**src/hw/rtl/ufsc_pkg.sv**
```systemverilog
`timescale 1ns / 1ps

package ufsc_pkg;

   // Verdict codes carried on the result channel.
   localparam logic [1:0] VERDICT_UNDECIDED = 2'd0;
   localparam logic [1:0] VERDICT_DETECTED  = 2'd1;
   localparam logic [1:0] VERDICT_EXCLUDED  = 2'd2;

   // Connect handshake progress.
   localparam logic [1:0] HS_IDLE  = 2'd0;
   localparam logic [1:0] HS_SAVED = 2'd1;
   localparam logic [1:0] HS_REPLY = 2'd2;

   // Two-packet probe progress.
   localparam logic [1:0] PROBE_IDLE     = 2'd0;
   localparam logic [1:0] PROBE_SAVED    = 2'd1;
   localparam logic [1:0] PROBE_GAVE_UP  = 2'd3;

   // First-word signatures, bytes 0..3 read big endian (WORD_PING is bytes 4..7).
   localparam logic [31:0] WORD_ALL_ONES  = 32'hffffffff;
   localparam logic [31:0] WORD_SHORT_A   = 32'h3a180000;
   localparam logic [31:0] WORD_SHORT_B   = 32'h39180000;
   localparam logic [31:0] WORD_VS01      = 32'h56533031;
   localparam logic [31:0] WORD_DS        = 32'h01007364;
   localparam logic [31:0] WORD_PING      = 32'h70696e67;
   localparam logic [15:0] WORD_PROBE_TOP = 16'h0d1d;
   localparam logic [31:0] WORD_DICT_A    = 32'h02124c6c;
   localparam logic [31:0] WORD_DICT_B    = 32'h02125c6c;

   // Reset value of the exclusion threshold.
   localparam logic [7:0] PACKET_LIMIT_RESET = 8'd20;

   // Fixed strings compared byte by byte at fixed offsets.
   localparam logic [7:0] CONNECT_STR [9] = '{
      8'h63, 8'h6f, 8'h6e, 8'h6e, 8'h65, 8'h63, 8'h74, 8'h30, 8'h78
   };
   localparam logic [7:0] LAN_STR [9] = '{
      8'h4c, 8'h61, 8'h6e, 8'h53, 8'h65, 8'h61, 8'h72, 8'h63, 8'h68
   };
   localparam logic [7:0] DICT_STR [32] = '{
      8'h6c, 8'h74, 8'h61, 8'h00, 8'h6d, 8'h6f, 8'h62, 8'h00,
      8'h74, 8'h70, 8'h63, 8'h00, 8'h62, 8'h68, 8'h6a, 8'h00,
      8'h62, 8'h78, 8'h64, 8'h00, 8'h74, 8'h61, 8'h65, 8'h00,
      8'h75, 8'h72, 8'h67, 8'h00, 8'h67, 8'h6b, 8'h68, 8'h00
   };

   // One input item as it travels through the match stage.
   typedef struct packed {
      logic [7:0] data_byte;
      logic       last_byte;
      logic       is_udp;
      logic       dest_is_broadcast;
      logic [7:0] packet_count;
      logic [7:0] pos;
   } item_type;

endpackage

```
**src/hw/rtl/udp_flow_signature_classifier_core.sv**
```systemverilog
`timescale 1ns / 1ps
// Channel   | Direction | Handshake             | Payload
// req_      | in        | req_tvalid/req_tready | tdata, tlast, tuser
// rsp_      | out       | rsp_tvalid/rsp_tready | tdata
// csr_      | in        | csr_we                | csr_wdata (packet_limit)
//
// One byte is taken per cycle while req_tready is high; a verdict is registered in the output
// register when the last byte leaves the match stage. The token store is read at byte accept and
// compared while that byte is in the match stage, between the input and the output register.
// Reset is synchronous and active high and clears the flow state except the token
// store and the probe id, which are always written before they are read; no sweep runs.
// A stalled result holds the match stage only when that stage also holds a result.

module udp_flow_signature_classifier_core #(
   parameter int TOKEN_BYTES = 18
) (
   input  logic        clock,
   input  logic        reset,
   input  logic        req_tvalid,
   output logic        req_tready,
   input  logic [15:0] req_tdata,   // [7:0] data_byte, [15:8] packet_count
   input  logic        req_tlast,   // last_byte
   input  logic [1:0]  req_tuser,   // [0] is_udp, [1] dest_is_broadcast
   output logic        rsp_tvalid,
   input  logic        rsp_tready,
   output logic [7:0]  rsp_tdata,   // [1:0] verdict, [7:2] zero
   input  logic        csr_we,
   input  logic [7:0]  csr_wdata
);

   localparam int AW = (TOKEN_BYTES > 1) ? $clog2(TOKEN_BYTES) : 1;
   localparam logic [7:0] ECHO_LO = 8'd24;
   localparam logic [7:0] ECHO_HI = 8'(24 + TOKEN_BYTES);

   logic               accept, s1_go, out_free, has_result;
   logic               s1_valid_ff, s1_valid_in;
   ufsc_pkg::item_type item_ff;
   logic [7:0]         pos_ff, pos_in;
   logic [7:0]         limit_ff;
   logic               rsp_valid_ff, rsp_valid_in;
   logic [1:0]         verdict_ff, verdict;
   logic [AW-1:0]      rd_addr, wr_addr;
   logic [7:0]         rd_data, wr_data;
   logic               wr_en;

   // Handshake: the match stage moves unless its result has nowhere to go.
   assign out_free   = !rsp_valid_ff || rsp_tready;
   assign s1_go      = s1_valid_ff && (!has_result || out_free);
   assign req_tready = !s1_valid_ff || s1_go;
   assign accept     = req_tvalid && req_tready;

   // Input-side byte position of the arriving byte.
   always_comb begin
      pos_in = pos_ff;
      if (accept) begin
         if (!req_tuser[0] || req_tlast) begin
            pos_in = 8'd0;
         end else if (pos_ff != 8'd255) begin
            pos_in = pos_ff + 8'd1;
         end
      end
   end

   assign rd_addr = (pos_ff >= ECHO_LO && pos_ff < ECHO_HI) ? AW'(pos_ff - ECHO_LO) : '0;

   assign s1_valid_in  = accept ? 1'b1 : (s1_go ? 1'b0 : s1_valid_ff);
   assign rsp_valid_in = (s1_go && has_result) ? 1'b1 : (rsp_tready ? 1'b0 : rsp_valid_ff);

   // Control registers.
   always_ff @(posedge clock) begin
      if (reset) begin
         pos_ff       <= 8'd0;
         s1_valid_ff  <= 1'b0;
         rsp_valid_ff <= 1'b0;
         limit_ff     <= ufsc_pkg::PACKET_LIMIT_RESET;
      end else begin
         pos_ff       <= pos_in;
         s1_valid_ff  <= s1_valid_in;
         rsp_valid_ff <= rsp_valid_in;
         if (csr_we) begin
            limit_ff <= csr_wdata;
         end
      end
   end

   // Payload registers of the match stage and the output.
   always_ff @(posedge clock) begin
      if (accept) begin
         item_ff.data_byte         <= req_tdata[7:0];
         item_ff.packet_count      <= req_tdata[15:8];
         item_ff.last_byte         <= req_tlast;
         item_ff.is_udp            <= req_tuser[0];
         item_ff.dest_is_broadcast <= req_tuser[1];
         item_ff.pos               <= pos_ff;
      end
      if (s1_go && has_result) begin
         verdict_ff <= verdict;
      end
   end

   ufsc_token_ram #(
      .DEPTH (TOKEN_BYTES),
      .AW    (AW)
   ) u_token_ram (
      .clock   (clock),
      .wr_en   (wr_en),
      .wr_addr (wr_addr),
      .wr_data (wr_data),
      .rd_en   (accept),
      .rd_addr (rd_addr),
      .rd_data (rd_data)
   );

   ufsc_match_engine #(
      .TOKEN_BYTES (TOKEN_BYTES),
      .AW          (AW)
   ) u_match_engine (
      .clock         (clock),
      .reset         (reset),
      .item          (item_ff),
      .go            (s1_go),
      .packet_limit  (limit_ff),
      .token_rd_data (rd_data),
      .token_wr_en   (wr_en),
      .token_wr_addr (wr_addr),
      .token_wr_data (wr_data),
      .has_result    (has_result),
      .verdict       (verdict)
   );

   assign rsp_tvalid = rsp_valid_ff;
   assign rsp_tdata  = {6'd0, verdict_ff};

   // The input side stalls only when both the match stage and the output are full.
   assert property (@(posedge clock) disable iff (reset)
      !req_tready |-> (s1_valid_ff && rsp_valid_ff && !rsp_tready))
      else $error("input stalled without a full pipeline");

   // A packet end or a non-UDP item restarts the byte position.
   assert property (@(posedge clock) disable iff (reset)
      (accept && (req_tlast || !req_tuser[0])) |=> pos_ff == 8'd0)
      else $error("byte position not restarted after packet end");

   // A new result only appears when the match stage hands one over.
   assert property (@(posedge clock) disable iff (reset)
      (rsp_tvalid && !$past(rsp_tvalid && !rsp_tready)) |-> $past(s1_go && has_result))
      else $error("result appeared without a match stage transfer");

endmodule

```
**src/hw/rtl/ufsc_token_ram.sv**
```systemverilog
`timescale 1ns / 1ps

module ufsc_token_ram #(
   parameter int DEPTH = 18,
   parameter int AW    = 5
) (
   input  logic          clock,
   input  logic          wr_en,
   input  logic [AW-1:0] wr_addr,
   input  logic [7:0]    wr_data,
   input  logic          rd_en,
   input  logic [AW-1:0] rd_addr,
   output logic [7:0]    rd_data
);

   logic [7:0] mem [DEPTH];
   logic [7:0] rd_data_ff;

   // Single write port and one registered read port.
   always_ff @(posedge clock) begin
      if (wr_en) begin
         mem[wr_addr] <= wr_data;
      end
      if (rd_en) begin
         rd_data_ff <= mem[rd_addr];
      end
   end

   assign rd_data = rd_data_ff;

endmodule

```
**src/hw/rtl/ufsc_match_engine.sv**
```systemverilog
`timescale 1ns / 1ps

module ufsc_match_engine #(
   parameter int TOKEN_BYTES = 18,
   parameter int AW          = 5
) (
   input  logic              clock,
   input  logic              reset,
   input  ufsc_pkg::item_type item,
   input  logic              go,
   input  logic [7:0]        packet_limit,
   input  logic [7:0]        token_rd_data,
   output logic              token_wr_en,
   output logic [AW-1:0]     token_wr_addr,
   output logic [7:0]        token_wr_data,
   output logic              has_result,
   output logic [1:0]        verdict
);

   localparam logic [7:0] TOK_SAVE_LO = 8'd5;
   localparam logic [7:0] TOK_SAVE_HI = 8'(5 + TOKEN_BYTES);
   localparam logic [7:0] TOK_ECHO_LO = 8'd24;
   localparam logic [7:0] TOK_ECHO_HI = 8'(24 + TOKEN_BYTES);
   localparam logic [7:0] POS_SAVE    = 8'(4 + TOKEN_BYTES);
   localparam logic [7:0] POS_REPLY   = 8'(23 + TOKEN_BYTES);

   logic [1:0]  hs_ff, hs_in;
   logic [1:0]  probe_ff, probe_in;
   logic [31:0] probe_id_ff, probe_id_in;
   logic [63:0] head_ff, head_in;
   logic [3:0]  flags_ff, flags_in;

   logic [63:0] head_base;
   logic [3:0]  flags_base;
   logic [31:0] w, w2, id;
   logic        excl, probe_hit, id_same;
   logic [7:0]  pos;

   assign pos = item.pos;

   // Per-byte capture of the head word and string match flags.
   always_comb begin
      head_base  = (pos == 8'd0) ? 64'd0 : head_ff;
      flags_base = (pos == 8'd0) ? 4'hf : flags_ff;
      head_in    = head_base;
      flags_in   = flags_base;
      for (int k = 0; k < 8; k++) begin
         if (pos == 8'(k)) begin
            head_in[63 - 8 * k -: 8] = item.data_byte;
         end
      end
      if (pos >= 8'd5 && pos < 8'd14 &&
          item.data_byte != ufsc_pkg::CONNECT_STR[4'(pos - 8'd5)]) begin
         flags_in[0] = 1'b0;
      end
      if (pos >= TOK_ECHO_LO && pos < TOK_ECHO_HI && item.data_byte != token_rd_data) begin
         flags_in[1] = 1'b0;
      end
      if (pos >= 8'd3 && pos < 8'd35 &&
          item.data_byte != ufsc_pkg::DICT_STR[5'(pos - 8'd3)]) begin
         flags_in[2] = 1'b0;
      end
      if (pos >= 8'd17 && pos < 8'd26 &&
          item.data_byte != ufsc_pkg::LAN_STR[4'(pos - 8'd17)]) begin
         flags_in[3] = 1'b0;
      end
   end

   // Token bytes are saved while no token is held yet.
   assign token_wr_en   = go && item.is_udp && hs_ff == ufsc_pkg::HS_IDLE &&
                          pos >= TOK_SAVE_LO && pos < TOK_SAVE_HI;
   assign token_wr_addr = AW'(pos - TOK_SAVE_LO);
   assign token_wr_data = item.data_byte;

   assign w         = head_in[63:32];
   assign w2        = head_in[31:0];
   assign id        = head_in[47:16];
   assign excl      = item.packet_count > packet_limit;
   assign probe_hit = probe_ff != ufsc_pkg::PROBE_GAVE_UP && w[31:16] == ufsc_pkg::WORD_PROBE_TOP;
   assign id_same   = probe_ff == ufsc_pkg::PROBE_SAVED && probe_id_ff == id;
   assign has_result = !item.is_udp || item.last_byte;

   // Verdict rules at the end of a packet, first rule that holds wins.
   always_comb begin
      hs_in       = hs_ff;
      probe_in    = probe_ff;
      probe_id_in = probe_id_ff;
      verdict     = excl ? ufsc_pkg::VERDICT_EXCLUDED : ufsc_pkg::VERDICT_UNDECIDED;
      if (!item.is_udp) begin
         verdict = excl ? ufsc_pkg::VERDICT_EXCLUDED : ufsc_pkg::VERDICT_UNDECIDED;
      end else if (pos < 8'd3) begin
         verdict = ufsc_pkg::VERDICT_UNDECIDED;
      end else if (hs_ff == ufsc_pkg::HS_IDLE && pos == POS_SAVE &&
                   w == ufsc_pkg::WORD_ALL_ONES && flags_in[0]) begin
         hs_in   = ufsc_pkg::HS_SAVED;
         verdict = ufsc_pkg::VERDICT_UNDECIDED;
      end else if (hs_ff == ufsc_pkg::HS_SAVED && pos >= POS_REPLY &&
                   w == ufsc_pkg::WORD_ALL_ONES && flags_in[1]) begin
         hs_in   = ufsc_pkg::HS_REPLY;
         verdict = ufsc_pkg::VERDICT_DETECTED;
      end else if (pos == 8'd7 &&
                   (w == ufsc_pkg::WORD_SHORT_A || w == ufsc_pkg::WORD_SHORT_B)) begin
         verdict = ufsc_pkg::VERDICT_DETECTED;
      end else if (pos >= 8'd35 && w == ufsc_pkg::WORD_VS01) begin
         verdict = ufsc_pkg::VERDICT_DETECTED;
      end else if (pos >= 8'd35 && w == ufsc_pkg::WORD_DS && w2 == ufsc_pkg::WORD_PING) begin
         verdict = ufsc_pkg::VERDICT_DETECTED;
      end else if (probe_hit && pos == 8'd12) begin
         verdict = ufsc_pkg::VERDICT_UNDECIDED;
         if (probe_ff == ufsc_pkg::PROBE_IDLE) begin
            probe_id_in = id;
            probe_in    = ufsc_pkg::PROBE_SAVED;
         end else if (!id_same) begin
            probe_in = ufsc_pkg::PROBE_GAVE_UP;
         end
      end else if (probe_hit && pos == 8'd14 && id_same) begin
         verdict = ufsc_pkg::VERDICT_DETECTED;
      end else begin
         // A probe-looking packet of any other shape ends the probe.
         if (probe_hit) begin
            probe_in = ufsc_pkg::PROBE_GAVE_UP;
         end
         if (pos >= 8'd139 && (w == ufsc_pkg::WORD_DICT_A || w == ufsc_pkg::WORD_DICT_B) &&
             flags_in[2]) begin
            verdict = ufsc_pkg::VERDICT_DETECTED;
         end else if (pos >= 8'd32 && item.dest_is_broadcast && flags_in[3]) begin
            verdict = ufsc_pkg::VERDICT_DETECTED;
         end
      end
   end

   // Flow state advances only when the item leaves the match stage.
   always_ff @(posedge clock) begin
      if (reset) begin
         hs_ff    <= ufsc_pkg::HS_IDLE;
         probe_ff <= ufsc_pkg::PROBE_IDLE;
         head_ff  <= 64'd0;
         flags_ff <= 4'd0;
      end else if (go && item.is_udp) begin
         head_ff  <= head_in;
         flags_ff <= flags_in;
         if (item.last_byte) begin
            hs_ff    <= hs_in;
            probe_ff <= probe_in;
         end
      end
   end

   always_ff @(posedge clock) begin
      if (go && item.is_udp && item.last_byte) begin
         probe_id_ff <= probe_id_in;
      end
   end

endmodule

```
**config.mk**
```make
export PLATFORM = sky130hd
export DESIGN_NAME = udp_flow_signature_classifier_core
export DESIGN_NICKNAME = d
export VERILOG_FILES = /design/src/hw/rtl/ufsc_pkg.sv /design/src/hw/rtl/udp_flow_signature_classifier_core.sv /design/src/hw/rtl/ufsc_token_ram.sv /design/src/hw/rtl/ufsc_match_engine.sv
export SDC_FILE = /design/constraint.sdc
export NUM_CORES = 1
export LEC_CHECK = 0
export BUFFER_PORTS_ARGS = -buffer_cell sky130_fd_sc_hd__buf_2
export CORE_ASPECT_RATIO = 0.8
export CORE_MARGIN = 10
export CORE_UTILIZATION = 45
export CTS_CLUSTER_SIZE = 14
export DETAILED_ROUTE_END_ITERATION = 10
export SLEW_MARGIN = 20
export SYNTH_ARGS = -nofsm -noshare
export SYNTH_HDL_FRONTEND = slang
export SYNTH_SLANG_ARGS = --single-unit
```
**constraint.sdc**
```tcl
create_clock -name clock -period 6.2 [get_ports clock]
set_clock_uncertainty 0.15 [all_clocks]
set_input_delay 0.31 -clock clock [delete_from_list [all_inputs] [get_ports clock]]
set_output_delay 0.31 -clock clock [all_outputs]
set_load 0.005 [all_outputs]
```
==> results.md <==
* Sequential element share of the synthesized area at 55.14%
* Drt initial violations at between 1k and 1.5k
* Clock net sink count at 303
* Largest cells by area after synthesis: sky130_fd_sc_hd__edfxtp_1, sky130_fd_sc_hd__dfxtp_1, sky130_fd_sc_hd__nor2_1
* Maximum level of the CTS H-tree at 1
* Final estimated routing congestion in global placement at 0.9525
* Worst max-slew margin expressed relative to the limit at 31.77%
* Total length of routed wires at 40.48 mm
* Total power divided by cell area at around 260 nW/um^2
* Synth async-reset ratio at 0%
* Unrepaired setup endpoints after global routing: false
* Slowest cell on the critical path: sky130_fd_sc_hd__a222oi_1
* CP Capture Type: register
* Post-cts gate resize count at 0
* WL/cell at 21.65 um
* Via count of the first global-routing pass at approximately 11k
* Clock slew seen by the registers of the worst setup and hold paths at 0.06 ns
* Total grt overflow at 0
* Worst setup path class: register to register
* Final core occ at roughly 51%
* Number of antenna violations at the first check in global routing at 0
* Skew-Pair Late Insertion Delay at 0.58 ns
* Worst Setup SP: item_ff[0]
* Total via count after detailed routing at 11.06k
* TritonCTS clock tree: yes
* Synth unique cells at 82
* Tightest Pin Transition at between 1 and 1.5 ns
* Clock period minus final worst setup slack at 4.733 ns
* Final non-filler cell area at 16,760 sq um
* Gate count after technology mapping at 1,378
* Maximum buffer depth of the clock tree at 3
* Average footprint of a synthesized cell at 10.79 sq um
* Cell count of the worst reg-to-reg path at 10
* DRC violations left at 0
* Synth Flop Type: sky130_fd_sc_hd__edfxtp_1
* Total global routing track utilization at 19.46%
* Pins Over Slew Limit at 0
* Longest individual stage delay on the worst path at 0.70 ns
* Hold path startpoint: csr_we
* Maximum number of pins on one net before global-route repair at 84
* WHS Path Cells at 3
* Launch point of the worst reg-to-reg path: item_ff[0]
* Library cell with the largest summed area after synthesis: sky130_fd_sc_hd__edfxtp_1
* Final count of negative-setup-slack endpoints at 0
* Drt via density at 5.912
* Synth warnings at 0
* Antenna diode count at 0
* Area of placed instances at between 15,000 and 20,000 sq um
* Hold Slack at 0.03497 ns
* Data arrival time of the worst path at 4.79 ns
* Area of the core at around 33,000 sq um
* Netlist area before placement at between 10,000 and 15,000 sq um
* Hold_buf cts at 38
* Total of flip-flops plus latches after synthesis at just over 300
* Required time worst endpoint at 6.26 ns
* DRT antenna net count at 0
* DPL Wire Length at between 20 and 30 mm
* Port-buffer cells at 35
* Initial core utilization at a little under half
* DIE AREA at 40,750 sq um
* Status: completed
* Number of buffers created by CTS at 31
* Horiz. Die Dim at 223.2 um
* Count of buffers added by post-CTS timing repair for setup at 0
* Fraction of synthesized cell area taken by the top area cell type at 43.02%
* Chain of cells forming the critical path: inv_1, ha_1, or4bb_1, a2111o_1, a222oi_1, nand2b_1, nor3_1, nand3_1, nor3_2, buf_4
* Internal reg-to-reg setup slack at between 1 and 1.5 ns
* Total number of placement rows at 59
* Synthesis-to-finish area growth at 12.71%
* Achievable Freq at 211.3 MHz
* Worst hold path type: input port to register
* Worst-path maximum fanout at 32
* Vertical die dimension at ~180 um
* Total Neg Setup Slack at 0 ns
* Count of max-cap constraint violations at 0
* Leakage power of the design at 0.005670 uW
* Endpoints failing hold at 0
* I/O pins at 42
* Share of the cycle needed by the critical path after routing at 76.34%
* Worst R2R End: u_match_engine.probe_id_ff[5]
* Critical Path Start Type: register
* Capture endpoint of the worst hold path: limit_ff[7]
* First-pass GRT wire length at 63.19 mm
* Number of synthesized flops with an enable pin at 213
* Layout cell share with drive strength beyond 1 at between 10% and 20%
* Final layout net count at between 1k and 1.5k
* Number of iterations in the first detailed-routing pass at 6
* Worst ir drop on vdd at 0.2075 mV
* Clock root buffer: sky130_fd_sc_hd__clkbuf_16
==> layer usage <==
layer,track usage [%],up-vias,part of all wire (%)
met5,0,-,0
met4,3.535,0,1.5
met3,4.392,52,9.1
met2,27.19,441,41
met1,29.98,5360,48
li1,-,5202,-
==> metrics by stage <==
stage | setup slack [ns] | total power [uW] | std cells
after CTS | 1.538 | 4416 | 1870
final | 1.467 | 4375 | 1870
after floorplan | 0.4651 | 2466 | 1383
after detailed placement | 1.535 | 2564 | 1774
after global placement | 1.485 | 2562 | 1774
after global routing | 1.207 | 4533 | 1870
==> kinds of logic after synthesis <==
kind of cell | share of synthesized area (%)
simple gates | 18.16
compound gates | 12.30
fa+ha+maj | 1.599
xor+xnor | 3.829
flops | 55.14
other cells | 0.02522
buf+inv | 3.728
mux | 5.210
==> worst max-delay path, delay by kind of cell, from the launching register on <==
kind	cells	cell delay [ns]
buffers and inverters	2	0.68
adders and majority gates	1	0.39
DFF	1	0.67
AOI/OAI and AO/OA	2	1.12
and+or+nand+nor	5	1.34
==> report_power, final <==
| part | switching (uW) | leakage, uW | internal [uW] |
|---|---|---|---|
| clock network | 789 | 0.000476 | 1040 |
| logic | 214 | 0.00253 | 117 |
| registers | 25.4 | 0.00266 | 2190 |
==> sequential cells by signal (all words and copies together), names as in the netlist <==
| register | cells |
|---|---|
| u_match_engine.flags_ff | 4 |
| u_token_ram.rd_data | 8 |
| u_token_ram.mem | 144 |
| verdict_ff | 2 |
| item_ff | 27 |
| u_match_engine.probe_id_ff | 32 |
| u_match_engine.head_ff | 64 |
| s1_valid_ff | 1 |
| rsp_tvalid | 1 |
| u_match_engine.probe_ff | 2 |
| pos_ff | 8 |
| limit_ff | 8 |
| u_match_engine.hs_ff | 2 |
==> Yosys cell counts (all sizes together), types with 5 or more instances <==
| master | count |
|---|---|
| and2 | 8 |
| nand3 | 43 |
| and4 | 5 |
| o22ai | 25 |
| or2 | 27 |
| clkbuf | 72 |
| xor2 | 27 |
| o2111ai | 19 |
| dfxtp | 90 |
| a22oi | 24 |
| nor3b | 6 |
| nor4 | 24 |
| nand2 | 118 |
| o31ai | 12 |
| edfxtp | 213 |
| mux2i | 20 |
| a22o | 15 |
| or3 | 9 |
| nand2b | 31 |
| nand4b | 8 |
| a21oi | 52 |
| inv | 38 |
| nand4 | 29 |
| mux4 | 24 |
| ha | 19 |
| and3 | 11 |
| nor2 | 150 |
| o21ai | 61 |
| xnor2 | 38 |
| nor2b | 5 |
| buf | 23 |
| nor3 | 44 |
| a31oi | 6 |
| a211oi | 24 |
==> cells in the final DEF, fill, tap and decap left out, types with 31 or more instances in the layout <==
cell type | Yosys | layout
sky130_fd_sc_hd__nor2_1 | 149 | 148
sky130_fd_sc_hd__clkbuf_16 | 0 | 31
sky130_fd_sc_hd__inv_1 | 38 | 37
sky130_fd_sc_hd__o21ai_0 | 57 | 57
sky130_fd_sc_hd__nand2_1 | 118 | 118
sky130_fd_sc_hd__buf_2 | 5 | 35
sky130_fd_sc_hd__edfxtp_1 | 213 | 213
sky130_fd_sc_hd__nand2b_1 | 31 | 31
sky130_fd_sc_hd__dlygate4sd3_1 | 0 | 38
sky130_fd_sc_hd__nor3_1 | 41 | 40
sky130_fd_sc_hd__nand3_1 | 43 | 43
sky130_fd_sc_hd__a21oi_1 | 52 | 52
sky130_fd_sc_hd__dfxtp_1 | 90 | 90
sky130_fd_sc_hd__xnor2_1 | 38 | 38
==> how the worst max path moves through the flow <==
stage | cells after the start | endpoint
final | 10 | u_match_engine.probe_id_ff[5]
after global routing | 10 | u_match_engine.probe_id_ff[3]
after CTS | 10 | u_match_engine.probe_id_ff[7]
after detailed placement | 10 | u_match_engine.probe_id_ff[15]
after global placement | 11 | verdict_ff[1]
after floorplan | 10 | u_match_engine.probe_id_ff[0]
==> final cells by class <==
| class | instances | area, sq um |
|---|---|---|
| fillers | 2866 | 15800 |
| flip-flops and latches | 303 | 8198 |
| multi-input cells | 946 | 6158 |
| clock buffers | 35 | 790.8 |
| repair buffers | 97 | 735.7 |
| well taps | 427 | 534.3 |
| clock inverters | 23 | 192.7 |
| inverters | 39 | 146.4 |
Note: power is estimated with default switching activity, not from simulation.
